`config.mk`:
```
export PLATFORM = sky130hd
export DESIGN_NAME = gesture_pointer_event_engine
export DESIGN_NICKNAME = d
export VERILOG_FILES = /design/src/gpe_pkg.sv /design/src/gesture_pointer_event_engine.sv
export VERILOG_INCLUDE_DIRS = /design/src /design/src/src
export SDC_FILE = /design/constraint.sdc
export NUM_CORES = 1
export LEC_CHECK = 0
export BUFFER_PORTS_ARGS = -buffer_cell sky130_fd_sc_hd__buf_2
export CAP_MARGIN = 20
export CORE_ASPECT_RATIO = 1.4
export CORE_MARGIN = 3
export CORE_UTILIZATION = 63
export CTS_CLUSTER_SIZE = 12
export DETAILED_ROUTE_END_ITERATION = 10
export PLACE_DENSITY = 0.84
export SETUP_SLACK_MARGIN = 0.4
export SYNTH_ARGS = -nofsm -noshare
export SYNTH_HDL_FRONTEND = slang
export SYNTH_SLANG_ARGS = --single-unit
```
`constraint.sdc`:
```
create_clock -name i_clk -period 14 [get_ports i_clk]
set_input_delay 4.2 -clock i_clk [delete_from_list [all_inputs] [get_ports i_clk]]
set_output_delay 4.2 -clock i_clk [all_outputs]
set_load 0.02 [all_outputs]
```
`src/gesture_pointer_event_engine_defines.svh`:
```
// Assertion macros shared by the gesture pointer event engine RTL.
`ifndef GESTURE_POINTER_EVENT_ENGINE_DEFINES_SVH
`define GESTURE_POINTER_EVENT_ENGINE_DEFINES_SVH

// Same-cycle implication, checked on every rising edge outside reset.
`define GPE_ASSERT_SAME(label, clk, rst_n, ante, cons) \
    label: assert property (@(posedge clk) disable iff (!(rst_n)) (ante) |-> (cons)) \
        else $error("gesture pointer engine check failed (same cycle)");

// Next-cycle implication, checked on every rising edge outside reset.
`define GPE_ASSERT_NEXT(label, clk, rst_n, ante, cons) \
    label: assert property (@(posedge clk) disable iff (!(rst_n)) (ante) |=> (cons)) \
        else $error("gesture pointer engine check failed (next cycle)");

`endif

```
`src/gpe_pkg.sv`:
```
// Shared types, register map and helper functions of the gesture pointer event engine.
package gpe_pkg;

    // Field widths.
    localparam int COORD_W  = 11;
    localparam int SCREEN_W = 12;
    localparam int PROD_W   = COORD_W + SCREEN_W;
    localparam int ACC_W    = PROD_W + 1;
    localparam int ADDR_W   = 5;
    localparam int DATA_W   = 32;

    // The quotient is always below the screen size, so it fits in twelve bits.
    localparam int DIV_STEPS = SCREEN_W;
    localparam int CNT_W     = 4;

    // Dwell counter saturation value.
    localparam logic [5:0] DWELL_MAX = 6'd63;

    typedef logic [COORD_W-1:0]  t_coord;
    typedef logic [SCREEN_W-1:0] t_screen;
    typedef logic [PROD_W-1:0]   t_prod;
    typedef logic [ACC_W-1:0]    t_acc;

    // Register indexes (byte address is four times the index).
    localparam logic [2:0] REG_ENABLE_MASK   = 3'd0;
    localparam logic [2:0] REG_SMOOTH_RADIUS = 3'd1;
    localparam logic [2:0] REG_PINCH_RADIUS  = 3'd2;
    localparam logic [2:0] REG_DWELL_FRAMES  = 3'd3;
    localparam logic [2:0] REG_SCREEN_WIDTH  = 3'd4;
    localparam logic [2:0] REG_SCREEN_HEIGHT = 3'd5;
    localparam logic [2:0] REG_FRAME_WIDTH   = 3'd6;
    localparam logic [2:0] REG_FRAME_HEIGHT  = 3'd7;

    // Bits of the enable mask.
    localparam int EN_EMULATION = 0;
    localparam int EN_SCROLL    = 1;
    localparam int EN_LEFT      = 2;
    localparam int EN_RIGHT     = 3;

    // Absolute difference of two coordinates.
    function automatic t_coord abs_diff(input t_coord a, input t_coord b);
        t_coord r;
        if (a >= b) begin
            r = a - b;
        end else begin
            r = b - a;
        end
        return r;
    endfunction

endpackage

```
`src/gesture_pointer_event_engine.sv`:
```
// Gesture pointer event engine: converts per-frame marker centroids into pointer events.
// An accepted transaction goes straight to the output state when emulation is off or the
// index marker is absent. Otherwise the sequencer squares the index distance to the anchor,
// tests the anchor against the margin box and, inside it, maps the anchor to the screen with
// two 12-step restoring divisions (one per axis); with the thumb present it then squares the
// pinch distance. A stalled output holds the sequencer in its output state until the result
// can be handed on. All squares and the screen scaling share one 11 by 12 bit multiplier
// stepped by a small sequencer, and the divider reuses one subtractor. The input stall is
// low only while the sequencer is idle; a finished result waits in the output register, so
// the next transaction is taken while it is still pending. Configuration is written through
// the APB-style port at byte address four times the register index.
`include "gesture_pointer_event_engine_defines.svh"

module gesture_pointer_event_engine #(
    parameter int MARGIN = 100
) (
    input  logic                          i_clk,
    input  logic                          i_rst_n,

    // Configuration port.
    input  logic                          psel,
    input  logic                          penable,
    input  logic                          pwrite,
    input  logic [gpe_pkg::ADDR_W-1:0]    paddr,
    input  logic [gpe_pkg::DATA_W-1:0]    pwdata,
    output logic [gpe_pkg::DATA_W-1:0]    prdata,
    output logic                          pready,

    // Input channel.
    input  logic                          i_in_valid,
    output logic                          o_in_stall,
    input  logic [10:0]                   i_index_x,
    input  logic [10:0]                   i_index_y,
    input  logic [10:0]                   i_thumb_x,
    input  logic [10:0]                   i_thumb_y,

    // Output channel.
    output logic                          o_out_valid,
    input  logic                          i_out_stall,
    output logic                          o_moved,
    output logic [11:0]                   o_pointer_x,
    output logic [11:0]                   o_pointer_y,
    output logic                          o_right_click,
    output logic                          o_scroll_up,
    output logic                          o_scroll_down,
    output logic                          o_left_press,
    output logic                          o_left_release
);

    // Margin constants in the width of the box arithmetic.
    localparam logic [gpe_pkg::SCREEN_W-1:0] MARGIN_V  = gpe_pkg::SCREEN_W'(MARGIN);
    localparam logic [gpe_pkg::SCREEN_W-1:0] MARGIN_V2 = gpe_pkg::SCREEN_W'(2 * MARGIN);

    // Sequencer state codes.
    localparam logic [3:0] ST_IDLE = 4'd0;
    localparam logic [3:0] ST_D2A  = 4'd1;
    localparam logic [3:0] ST_D2B  = 4'd2;
    localparam logic [3:0] ST_BOX  = 4'd3;
    localparam logic [3:0] ST_NUMX = 4'd4;
    localparam logic [3:0] ST_DIVX = 4'd5;
    localparam logic [3:0] ST_NUMY = 4'd6;
    localparam logic [3:0] ST_DIVY = 4'd7;
    localparam logic [3:0] ST_P2A  = 4'd8;
    localparam logic [3:0] ST_P2B  = 4'd9;
    localparam logic [3:0] ST_OUT  = 4'd10;

    localparam logic [gpe_pkg::CNT_W-1:0] LAST_STEP = gpe_pkg::CNT_W'(gpe_pkg::DIV_STEPS - 1);

    // Configuration registers.
    logic [3:0]             r_enable_mask;
    logic [3:0]             r_smooth_radius;
    logic [6:0]             r_pinch_radius;
    logic [4:0]             r_dwell_frames;
    gpe_pkg::t_screen       r_screen_width;
    gpe_pkg::t_screen       r_screen_height;
    gpe_pkg::t_coord        r_frame_width;
    gpe_pkg::t_coord        r_frame_height;

    // Tracking state.
    gpe_pkg::t_coord        r_anchor_x;
    gpe_pkg::t_coord        r_anchor_y;
    gpe_pkg::t_screen       r_cursor_x;
    gpe_pkg::t_screen       r_cursor_y;
    gpe_pkg::t_screen       r_last_x;
    gpe_pkg::t_screen       r_last_y;
    logic [5:0]             r_dwell_counter;
    logic                   r_pinch_flag;
    logic                   r_up_flag;
    logic                   r_down_flag;
    logic                   r_press_armed;
    logic                   r_release_armed;

    // Sequencer and working registers.
    logic [3:0]             r_state;
    gpe_pkg::t_coord        r_ix;
    gpe_pkg::t_coord        r_iy;
    gpe_pkg::t_coord        r_tx;
    gpe_pkg::t_coord        r_ty;
    logic                   r_thumb_ok;
    gpe_pkg::t_acc          r_acc;
    gpe_pkg::t_coord        r_rem;
    gpe_pkg::t_screen       r_q;
    gpe_pkg::t_screen       r_qx;
    logic [gpe_pkg::CNT_W-1:0] r_cnt;

    // Pending result flags of the transaction at work.
    logic                   r_res_moved;
    logic                   r_res_rclick;
    logic                   r_res_sup;
    logic                   r_res_sdn;
    logic                   r_res_lpress;
    logic                   r_res_lrel;

    logic                   in_accept;
    logic                   cfg_write;
    logic                   active;
    logic                   out_free;

    // Shared multiplier.
    gpe_pkg::t_coord        mul_a;
    gpe_pkg::t_screen       mul_b;
    gpe_pkg::t_prod         mul_p;
    gpe_pkg::t_acc          sum_sq;

    // Box test and divider.
    logic                   box_x;
    logic                   box_y;
    gpe_pkg::t_screen       den_x_full;
    gpe_pkg::t_screen       den_y_full;
    gpe_pkg::t_coord        div_den;
    gpe_pkg::t_screen       div_trial;
    logic                   div_take;
    gpe_pkg::t_coord        div_rem_next;

    // Flag evaluation for the thumb stage.
    logic                   same_pos;
    logic [5:0]             dwell_inc;
    logic                   rclick;
    logic                   pinch_new;
    logic                   up_new;
    logic                   down_new;

    assign in_accept = i_in_valid && !o_in_stall;
    assign cfg_write = psel && penable && pwrite && pready;
    assign o_in_stall = (r_state != ST_IDLE);
    assign pready = 1'b1;
    assign out_free = !o_out_valid || !i_out_stall;
    assign active = r_enable_mask[gpe_pkg::EN_EMULATION] && ((i_index_x | i_index_y) != '0);

    // Configuration write.
    always_ff @(posedge i_clk) begin
        if (!i_rst_n) begin
            r_enable_mask   <= 4'd14;
            r_smooth_radius <= 4'd8;
            r_pinch_radius  <= 7'd66;
            r_dwell_frames  <= 5'd20;
            r_screen_width  <= 12'd1920;
            r_screen_height <= 12'd1080;
            r_frame_width   <= 11'd640;
            r_frame_height  <= 11'd480;
        end else if (cfg_write) begin
            unique case (paddr[4:2])
                gpe_pkg::REG_ENABLE_MASK:   r_enable_mask   <= pwdata[3:0];
                gpe_pkg::REG_SMOOTH_RADIUS: r_smooth_radius <= pwdata[3:0];
                gpe_pkg::REG_PINCH_RADIUS:  r_pinch_radius  <= pwdata[6:0];
                gpe_pkg::REG_DWELL_FRAMES:  r_dwell_frames  <= pwdata[4:0];
                gpe_pkg::REG_SCREEN_WIDTH:  r_screen_width  <= pwdata[11:0];
                gpe_pkg::REG_SCREEN_HEIGHT: r_screen_height <= pwdata[11:0];
                gpe_pkg::REG_FRAME_WIDTH:   r_frame_width   <= pwdata[10:0];
                gpe_pkg::REG_FRAME_HEIGHT:  r_frame_height  <= pwdata[10:0];
                default: ;
            endcase
        end
    end

    // Configuration read.
    always_comb begin
        unique case (paddr[4:2])
            gpe_pkg::REG_ENABLE_MASK:   prdata = {28'd0, r_enable_mask};
            gpe_pkg::REG_SMOOTH_RADIUS: prdata = {28'd0, r_smooth_radius};
            gpe_pkg::REG_PINCH_RADIUS:  prdata = {25'd0, r_pinch_radius};
            gpe_pkg::REG_DWELL_FRAMES:  prdata = {27'd0, r_dwell_frames};
            gpe_pkg::REG_SCREEN_WIDTH:  prdata = {20'd0, r_screen_width};
            gpe_pkg::REG_SCREEN_HEIGHT: prdata = {20'd0, r_screen_height};
            gpe_pkg::REG_FRAME_WIDTH:   prdata = {21'd0, r_frame_width};
            gpe_pkg::REG_FRAME_HEIGHT:  prdata = {21'd0, r_frame_height};
            default:                    prdata = '0;
        endcase
    end

    // Operand selection for the shared multiplier.
    always_comb begin
        mul_a = '0;
        mul_b = '0;
        unique case (r_state)
            ST_D2A: begin
                mul_a = gpe_pkg::abs_diff(r_anchor_x, r_ix);
                mul_b = {1'b0, mul_a};
            end
            ST_D2B: begin
                mul_a = gpe_pkg::abs_diff(r_anchor_y, r_iy);
                mul_b = {1'b0, mul_a};
            end
            ST_NUMX: begin
                mul_a = 11'({1'b0, r_anchor_x} - MARGIN_V);
                mul_b = r_screen_width;
            end
            ST_NUMY: begin
                mul_a = 11'({1'b0, r_anchor_y} - MARGIN_V);
                mul_b = r_screen_height;
            end
            ST_P2A: begin
                mul_a = gpe_pkg::abs_diff(r_tx, r_ix);
                mul_b = {1'b0, mul_a};
            end
            ST_P2B: begin
                mul_a = gpe_pkg::abs_diff(r_ty, r_iy);
                mul_b = {1'b0, mul_a};
            end
            default: ;
        endcase
    end

    assign mul_p  = gpe_pkg::t_prod'(mul_a) * gpe_pkg::t_prod'(mul_b);
    assign sum_sq = r_acc + {1'b0, mul_p};

    // Margin box test on the current anchor.
    assign box_x = ({1'b0, r_anchor_x} > MARGIN_V) &&
                   (({1'b0, r_anchor_x} + MARGIN_V) < {1'b0, r_frame_width});
    assign box_y = ({1'b0, r_anchor_y} > MARGIN_V) &&
                   (({1'b0, r_anchor_y} + MARGIN_V) < {1'b0, r_frame_height});
    assign den_x_full = {1'b0, r_frame_width} - MARGIN_V2;
    assign den_y_full = {1'b0, r_frame_height} - MARGIN_V2;

    // One restoring division step.
    assign div_den      = (r_state == ST_DIVY) ? den_y_full[10:0] : den_x_full[10:0];
    assign div_trial    = {r_rem, r_q[gpe_pkg::SCREEN_W-1]};
    assign div_take     = div_trial >= {1'b0, div_den};
    assign div_rem_next = div_take ? 11'(div_trial - {1'b0, div_den}) : div_trial[10:0];

    // Dwell, pinch, scroll and click decisions for the thumb stage.
    assign same_pos  = (r_last_x == r_cursor_x) && (r_last_y == r_cursor_y);
    assign dwell_inc = same_pos ?
                       ((r_dwell_counter < gpe_pkg::DWELL_MAX) ? r_dwell_counter + 6'd1
                                                               : r_dwell_counter)
                       : 6'd0;
    assign rclick    = r_enable_mask[gpe_pkg::EN_RIGHT] &&
                       (dwell_inc == {1'b0, r_dwell_frames}) &&
                       !r_up_flag && !r_down_flag && !r_pinch_flag;
    assign pinch_new = sum_sq < (gpe_pkg::t_acc'(r_pinch_radius) *
                                 gpe_pkg::t_acc'(r_pinch_radius));
    assign up_new    = (r_tx > r_anchor_x) && (r_ty < r_anchor_y) && !pinch_new;
    assign down_new  = (r_tx > r_anchor_x) && (r_ty > r_anchor_y) && !pinch_new;

    // Sequencer and tracking state.
    always_ff @(posedge i_clk) begin
        if (!i_rst_n) begin
            r_state         <= ST_IDLE;
            r_anchor_x      <= '0;
            r_anchor_y      <= '0;
            r_cursor_x      <= '0;
            r_cursor_y      <= '0;
            r_last_x        <= '0;
            r_last_y        <= '0;
            r_dwell_counter <= '0;
            r_pinch_flag    <= 1'b0;
            r_up_flag       <= 1'b0;
            r_down_flag     <= 1'b0;
            r_press_armed   <= 1'b1;
            r_release_armed <= 1'b1;
            r_cnt           <= '0;
            r_res_moved     <= 1'b0;
            r_res_rclick    <= 1'b0;
            r_res_sup       <= 1'b0;
            r_res_sdn       <= 1'b0;
            r_res_lpress    <= 1'b0;
            r_res_lrel      <= 1'b0;
        end else begin
            unique case (r_state)
                ST_IDLE: begin
                    if (in_accept) begin
                        r_res_moved  <= active;
                        r_res_rclick <= 1'b0;
                        r_res_sup    <= 1'b0;
                        r_res_sdn    <= 1'b0;
                        r_res_lpress <= 1'b0;
                        r_res_lrel   <= 1'b0;
                        r_state      <= active ? ST_D2A : ST_OUT;
                    end
                end
                ST_D2A: begin
                    r_state <= ST_D2B;
                end
                ST_D2B: begin
                    // Anchor follows the index once it leaves the dead zone.
                    if (sum_sq >= (gpe_pkg::t_acc'(r_smooth_radius) *
                                   gpe_pkg::t_acc'(r_smooth_radius))) begin
                        r_anchor_x <= r_ix;
                        r_anchor_y <= r_iy;
                    end
                    r_state <= ST_BOX;
                end
                ST_BOX: begin
                    if (box_x && box_y) begin
                        r_state <= ST_NUMX;
                    end else begin
                        r_state <= r_thumb_ok ? ST_P2A : ST_OUT;
                    end
                end
                ST_NUMX: begin
                    r_cnt   <= '0;
                    r_state <= ST_DIVX;
                end
                ST_DIVX: begin
                    r_cnt <= r_cnt + 1'b1;
                    if (r_cnt == LAST_STEP) begin
                        r_state <= ST_NUMY;
                    end
                end
                ST_NUMY: begin
                    r_cnt   <= '0;
                    r_state <= ST_DIVY;
                end
                ST_DIVY: begin
                    r_cnt <= r_cnt + 1'b1;
                    if (r_cnt == LAST_STEP) begin
                        r_cursor_x <= r_qx;
                        r_cursor_y <= {r_q[gpe_pkg::SCREEN_W-2:0], div_take};
                        r_state    <= r_thumb_ok ? ST_P2A : ST_OUT;
                    end
                end
                ST_P2A: begin
                    r_state <= ST_P2B;
                end
                ST_P2B: begin
                    r_dwell_counter <= rclick ? 6'd0 : dwell_inc;
                    r_res_rclick    <= rclick;
                    r_last_x        <= r_cursor_x;
                    r_last_y        <= r_cursor_y;
                    r_pinch_flag    <= pinch_new;
                    if (r_enable_mask[gpe_pkg::EN_SCROLL]) begin
                        r_up_flag   <= up_new;
                        r_down_flag <= down_new;
                        r_res_sup   <= up_new;
                        r_res_sdn   <= down_new;
                    end
                    if (r_enable_mask[gpe_pkg::EN_LEFT]) begin
                        if (pinch_new) begin
                            if (r_press_armed) begin
                                r_res_lpress    <= 1'b1;
                                r_press_armed   <= 1'b0;
                                r_release_armed <= 1'b1;
                            end
                        end else if (r_release_armed) begin
                            r_res_lrel      <= 1'b1;
                            r_release_armed <= 1'b0;
                        end else begin
                            r_press_armed <= 1'b1;
                        end
                    end
                    r_state <= ST_OUT;
                end
                ST_OUT: begin
                    if (out_free) begin
                        r_state <= ST_IDLE;
                    end
                end
                default: begin
                    r_state <= ST_IDLE;
                end
            endcase
        end
    end

    // Working datapath registers.
    always_ff @(posedge i_clk) begin
        if (in_accept) begin
            r_ix       <= i_index_x;
            r_iy       <= i_index_y;
            r_tx       <= i_thumb_x;
            r_ty       <= i_thumb_y;
            r_thumb_ok <= (i_thumb_x | i_thumb_y) != '0;
        end
        case (r_state) inside
            ST_D2A, ST_P2A: begin
                r_acc <= {1'b0, mul_p};
            end
            ST_NUMX, ST_NUMY: begin
                // The quotient stays below 2^12, so the top bits start as the remainder.
                r_rem <= mul_p[gpe_pkg::PROD_W-1:gpe_pkg::SCREEN_W];
                r_q   <= mul_p[gpe_pkg::SCREEN_W-1:0];
            end
            ST_DIVX, ST_DIVY: begin
                r_rem <= div_rem_next;
                r_q   <= {r_q[gpe_pkg::SCREEN_W-2:0], div_take};
                if (r_state == ST_DIVX && r_cnt == LAST_STEP) begin
                    r_qx <= {r_q[gpe_pkg::SCREEN_W-2:0], div_take};
                end
            end
            default: ;
        endcase
    end

    // Output register.
    always_ff @(posedge i_clk) begin
        if (!i_rst_n) begin
            o_out_valid <= 1'b0;
        end else if (r_state == ST_OUT && out_free) begin
            o_out_valid <= 1'b1;
        end else if (!i_out_stall) begin
            o_out_valid <= 1'b0;
        end
    end

    always_ff @(posedge i_clk) begin
        if (r_state == ST_OUT && out_free) begin
            o_moved        <= r_res_moved;
            o_pointer_x    <= r_cursor_x;
            o_pointer_y    <= r_cursor_y;
            o_right_click  <= r_res_rclick;
            o_scroll_up    <= r_res_sup;
            o_scroll_down  <= r_res_sdn;
            o_left_press   <= r_res_lpress;
            o_left_release <= r_res_lrel;
        end
    end

    // Checks.
    `GPE_ASSERT_NEXT(a_inactive_skips, i_clk, i_rst_n, in_accept && !active, r_state == ST_OUT)
    `GPE_ASSERT_NEXT(a_out_loads, i_clk, i_rst_n, r_state == ST_OUT && out_free, o_out_valid && r_state == ST_IDLE)
    `GPE_ASSERT_SAME(a_idle_flags, i_clk, i_rst_n, o_out_valid && !o_moved, !o_right_click && !o_scroll_up && !o_scroll_down && !o_left_press && !o_left_release)
    `GPE_ASSERT_SAME(a_left_excl, i_clk, i_rst_n, o_out_valid, !(o_left_press && o_left_release) && !(o_scroll_up && o_scroll_down))

endmodule
```
Yosys cells after proc, flatten, opt, wreduce, memory -nomap -nowiden
Cells that the tools add are included.
{"block": "classes", "addsub": 18, "n_mul": 3, "div_mod_pow": 0, "magnitude_cmp": 15, "eq_ne": 34, "shift": 0, "mux": 44, "n_bitwise": 4, "reduce_logical": 57}
{"operator": "$pmux W32 S8", "count": 1}
{"operator": "$sub A11 B11 Y11", "count": 9}
{"operator": "$mux W11", "count": 8}
{"operator": "$pmux W12 S6", "count": 1}
{"operator": "$pmux W11 S6", "count": 1}
{"operator": "$ge A11 B11 Y1", "count": 4}
{"operator": "$pmux W4 S11", "count": 1}
{"operator": "$reduce_and A2 Y1", "count": 14}
{"operator": "$add A11 B7 Y12 const B", "count": 2}
{"operator": "$add A23 B23 Y24", "count": 1}
{"operator": "$eq A12 B12 Y1", "count": 2}
{"operator": "$ge A24 B8 Y1", "count": 1}
{"operator": "$lt A12 B11 Y1", "count": 2}
{"operator": "$lt A24 B14 Y1", "count": 1}
{"operator": "$mux W12", "count": 2}
{"operator": "$mux W4", "count": 6}
{"operator": "$mul A11 B12 Y23", "count": 1}
{"operator": "$gt A11 B11 Y1", "count": 2}
{"operator": "$gt A11 B7 Y1 const B", "count": 2}
{"operator": "$ne A2 B2 Y1 const B", "count": 11}
{"operator": "$or A11 B11 Y11", "count": 2}
{"operator": "$reduce_bool A11 Y1", "count": 2}
{"operator": "$sub A11 B7 Y11 const B", "count": 2}
{"operator": "$sub A11 B8 Y11 const B", "count": 2}
{"operator": "33 further kinds", "count": 95}
{"block": "word_totals", "register_bits": 295, "latchBits": 0, "ramBits": 0, "mem_bits_ro": 0, "input_bits": 88, "elab_cells": 221, "memories": 0}

Longest topological paths before layout
{"block": "depth", "word_depth": 10, "mapped_depth": 48, "ltp_nobuf": 45}

Worst setup path before layout
No wires, ideal clock.
{"block": "synth_path", "path_kind": "register to register", "from": "register r_anchor_x[5]", "to": "register r_anchor_y[6]", "setup_time_ps": 59, "t_arrival_ps": 10358, "t_required_ps": 13941, "setup_slack_ps": 3582, "path_stages_with_launch": 46, "cell_sequence": "dfxtp_1 > clkbuf_1 > inv_1 > ha_1 > buf_2 > and4_1 > nand4_1 > a21oi_1 > a41oi_2 > a21boi_1 > a311oi_1 > or4b_1 > or3_1 > a21oi_1 > buf_2 > nand2b_1 > fa_1 > fa_1 > [... 10 more ...] > nor3_1 > o31ai_1 > a21o_1 > a21oi_1 > xnor2_1 > ha_1 > clkbuf_1 > a21o_1 > a21o_1 > a311oi_1 > nand4b_1 > a2111oi_0 > and4_1 > nand3_1 > o31ai_4 > buf_8 > mux2i_1 > and2_1"}
{"block": "synth_via", "elab_chain_len": 7, "word_cells_on_any_way": 11}
{"item": "from (decl)", "line_no": "gesture_pointer_event_engine.sv:80", "rtl": "gpe_pkg::t_coord r_anchor_x;"}
{"item": "from (signal assigned)", "line_no": "gesture_pointer_event_engine.sv:298", "rtl": "r_anchor_x <= r_ix;"}
{"item": "$sub A11 B11 Y11 (tied with other cells)", "line_no": "gpe_pkg.sv:46", "rtl": "r = b - a;"}
{"item": "$mux W11", "line_no": "gpe_pkg.sv:43", "rtl": "if (a >= b) begin"}
{"item": "$pmux W11 S6 or $pmux W12 S6 (tied branches)", "line_no": "gesture_pointer_event_engine.sv:195", "rtl": "unique case (r_state)"}
{"item": "$mul A11 B12 Y23 (*)", "line_no": "gesture_pointer_event_engine.sv:224", "rtl": "assign mul_p = gpe_pkg::t_prod'(mul_a) * gpe_pkg::t_prod'(mul_b);"}
{"item": "named net mul_p[19]", "line_no": "gesture_pointer_event_engine.sv:122", "rtl": "gpe_pkg::t_prod mul_p;"}
{"item": "$add A23 B23 Y24 (*)", "line_no": "gesture_pointer_event_engine.sv:225", "rtl": "assign sum_sq = r_acc + {1'b0, mul_p};"}
{"item": "$ge A24 B8 Y1 (*)", "line_no": "gesture_pointer_event_engine.sv:296", "rtl": "if (sum_sq >= (gpe_pkg::t_acc'(r_smooth_radius) *"}
{"item": "$reduce_and A2 Y1 (no line) (*)"}
{"item": "to (signal assigned)", "line_no": "gesture_pointer_event_engine.sv:299", "rtl": "r_anchor_y <= r_iy;"}
{"item": "to (decl)", "line_no": "gesture_pointer_event_engine.sv:81", "rtl": "gpe_pkg::t_coord r_anchor_y;"}
Mark *: on every way through the listed nets, which the timed path passes. The rest lies on a longest branch.
A chain may end at the register's enable or synchronous reset.

Final worst setup path
{"block": "layout_path", "from": "register r_anchor_x[7]", "to": "register r_anchor_y[10]"}
Same word-level chain as after synthesis.

==> impl_metrics.toml <==
[outcome]
status = "finished, final reports clean"

[global_route]
antenna_found_initial = 1
met2_usage = 0.617
top_usage_layer = "met2"
grt_max_degree = 106
grtUsageTotal = 0.351
grt_pass1_wl_um = 121000
grt_use_met1 = 0.387
overflow = 0
grt_pass1_vias = 22800
met3_usage = 0.0447

[worst_setup_path]
crit_fanout = 22
cp-startpoint = "r_anchor_x[7]"
reg2reg_from = "r_anchor_x[7]"
r2r_cells = 42
crit_end = "r_anchor_y[10]"
crit_slowest_cell = "ha_1"
arrival_ps = 13470
r2r_slack_ps = 1080
slowest_delay_ps = 570
worst_setup_path_end_kind = "flop"
r2r_end = "r_anchor_y[10]"
path_common_cell = "fa_1"
crit_path_start_kind = "flop"
crit_type = "reg -> reg"
required_ps = 14550

[layout]
diodes = 0
num-nets-final = 3502
drive_gt1_frac = 0.0748
final_util = 0.691
largest-register = "r_acc"
finalInstanceArea_um2 = 28000
ff_latch_area_um2 = 7240
synthToLayoutAreaGrowth_pct = 7.52
fillers = 3167
multi_input_area_um2 = 17300
largest_reg_flops = 23

[sta]
fin_tns_setup_ps = 0
hold_violations = 0
drv_slew = 0
skew_ps = 18.3
period_needed_ps = 12920
setup_violations = 0
rsz0062_at_grt = "false"
fin_crit_sh = 0.923
maxSlewHeadroom = 0.274
tightest_slew_ps = 1090
fmax_ghz = 0.0774

[clocking]
cts_tree = "built"
htreeDepth = 1
cts_buffer_depth = 3
root_buffer = "clkbuf_16"
clk_pin_slew_ps = 70
insertion_delay_ps = 610
numCtsBuffers = 31
clock-sinks = 295

[synth]
synth-seq-cells = 295
netlist_area_um2 = 26000
synth_edf_count = 133
syn_inst = 2975
seq_area_frac_synth = 0.278
synth.distinct_cells = 88
synth-main-ff-cell = "dfxtp_1"
synthTopCellsByArea = "edfxtp_1, ha_1, dfxtp_1, fa_1, nand2_1"
synth_common_cells = "nand2_1, ha_1, inv_1"
yosys.area.top_type = "edfxtp_1"
synth_most_common_cell = "nand2_1"
async_flop_share = 0
syn_avg_cell_area_um2 = 8.74
synth_top_area_frac = 0.154
yosysWarnings = 0

[die]
core_um2 = 40500
initial_core_util = 0.642
io_pins = 153
die_y_um = 246
rows = 87
die_area_um2 = 43800
fp.dieW_um = 178

[detailed_routing]
drc = 0
wire_per_inst_um = 21.6
drtIter0Drc = 2134
via_per_inst = 6.31
ant_nets = 0
wl_um = 77500
vias = 22600
drtPass1Iterations = 6

[job]
drv_cap = 0

[min_path]
worstHoldPathType = "reg -> reg"

[pwr]
irDropWorstVdd_v = 0.000410
p_per_area_nw_per_um2 = 257
leakage_nw = 12.4

[placement]
place_hpwl_um = 61100
gp_congestion = 0.960
port_buffers = 109
post_dp_cell_area_um2 = 26800
[cell families (layout without fill, tap and decap cells)]
group / count (synthesis) / in the layout / synth area share
simple gates: 1024 / 1024 / 0.188
compound gates: 624 / 624 / 0.160
buf+inv: 395 / 449 / 0.0612
fa+ha+maj: 391 / 391 / 0.221
flops: 295 / 295 / 0.278
xor+xnor: 137 / 137 / 0.0461
mux: 107 / 107 / 0.0452
other cells: 2 / 21 / 0.000289
[routing by layer]
metal  share of wire  wire length, um  vias to the layer above
met5         0.00022               17                        -
met4           0.089             6940                        2
met3           0.060             4640                      315
met2            0.49            38300                     1057
met1            0.36            27600                    10800
li1                -                -                    10400
[worst max-delay path, delay by kind of cell (launching register included)]
family / cells / cell delay, ps
AOI/OAI and AO/OA: 17 / 4310
and+or+nand+nor: 10 / 2690
muxes: 1 / 240
DFF: 1 / 540
buffers and inverters: 5 / 870
adders and majority gates: 8 / 3800
xor gates and xnor gates: 1 / 340
[how the worst min path moves through the flow]
stage	cells past startpoint	slack, ps	from	to
final	0	430	r_res_moved	o_moved
after global routing	0	450	r_res_sup	o_scroll_up
after floorplan	0	410	r_res_sdn	o_scroll_down
after CTS	0	430	r_res_moved	o_moved
after global placement	0	420	r_res_rclick	o_right_click
after detailed placement	0	420	r_res_moved	o_moved
[cell type report]
type	instances	share of cell area
sequential	295	0.259
tap	534	0.0239
clock buffer	52	0.0339
multi-input combinational	2304	0.618
clock inverter	6	0.00353
timing repair buffer	135	0.0273
inverter	256	0.0344
[per-stage QoR]
step | total power (W) | hold slack [ps] | setup slack, ps | std cells
6_report | 0.00719 | 433 | 1080 | 3582
4_1_cts | 0.00707 | 434 | 842 | 3575
5_1_grt | 0.00778 | 445 | 449 | 3582
3_3_place_gp | 0.00593 | 418 | 1210 | 3517
2_1_floorplan | 0.00484 | 408 | 3580 | 2994
3_5_place_dp | 0.00619 | 420 | 913 | 3517
[timing repair]
action,4_1_cts,5_1_grt
endpoints found under the setup margin,0,22
hold buffers,0,0
buffers inserted,0,6
gates resized for setup,0,4
endpoints found under the hold margin,0,0
[cell usage in the layout (no fill, tap or decap), drive strengths merged, types with 62 or more instances in the layout]
cell type  synthesis  layout
a21boi            78      78
a21oi            166     166
and2              65      65
buf               39     135
dfxtp            162     162
edfxtp           133     133
fa               115     115
ha               276     276
inv              254     255
mux2i             86      86
nand2            384     384
nand3             73      73
nor2             200     200
nor2b             62      62
o21ai            100     100
xnor2             85      85
[where the power goes]
part | switching (W) | internal [W] | leakage, nW
clock network | 0.000359 | 0.000497 | 0.509
logic | 0.00324 | 0.00198 | 9.33
registers | 0.0000757 | 0.00104 | 2.54
Note: power is estimated with default switching activity, not from simulation.
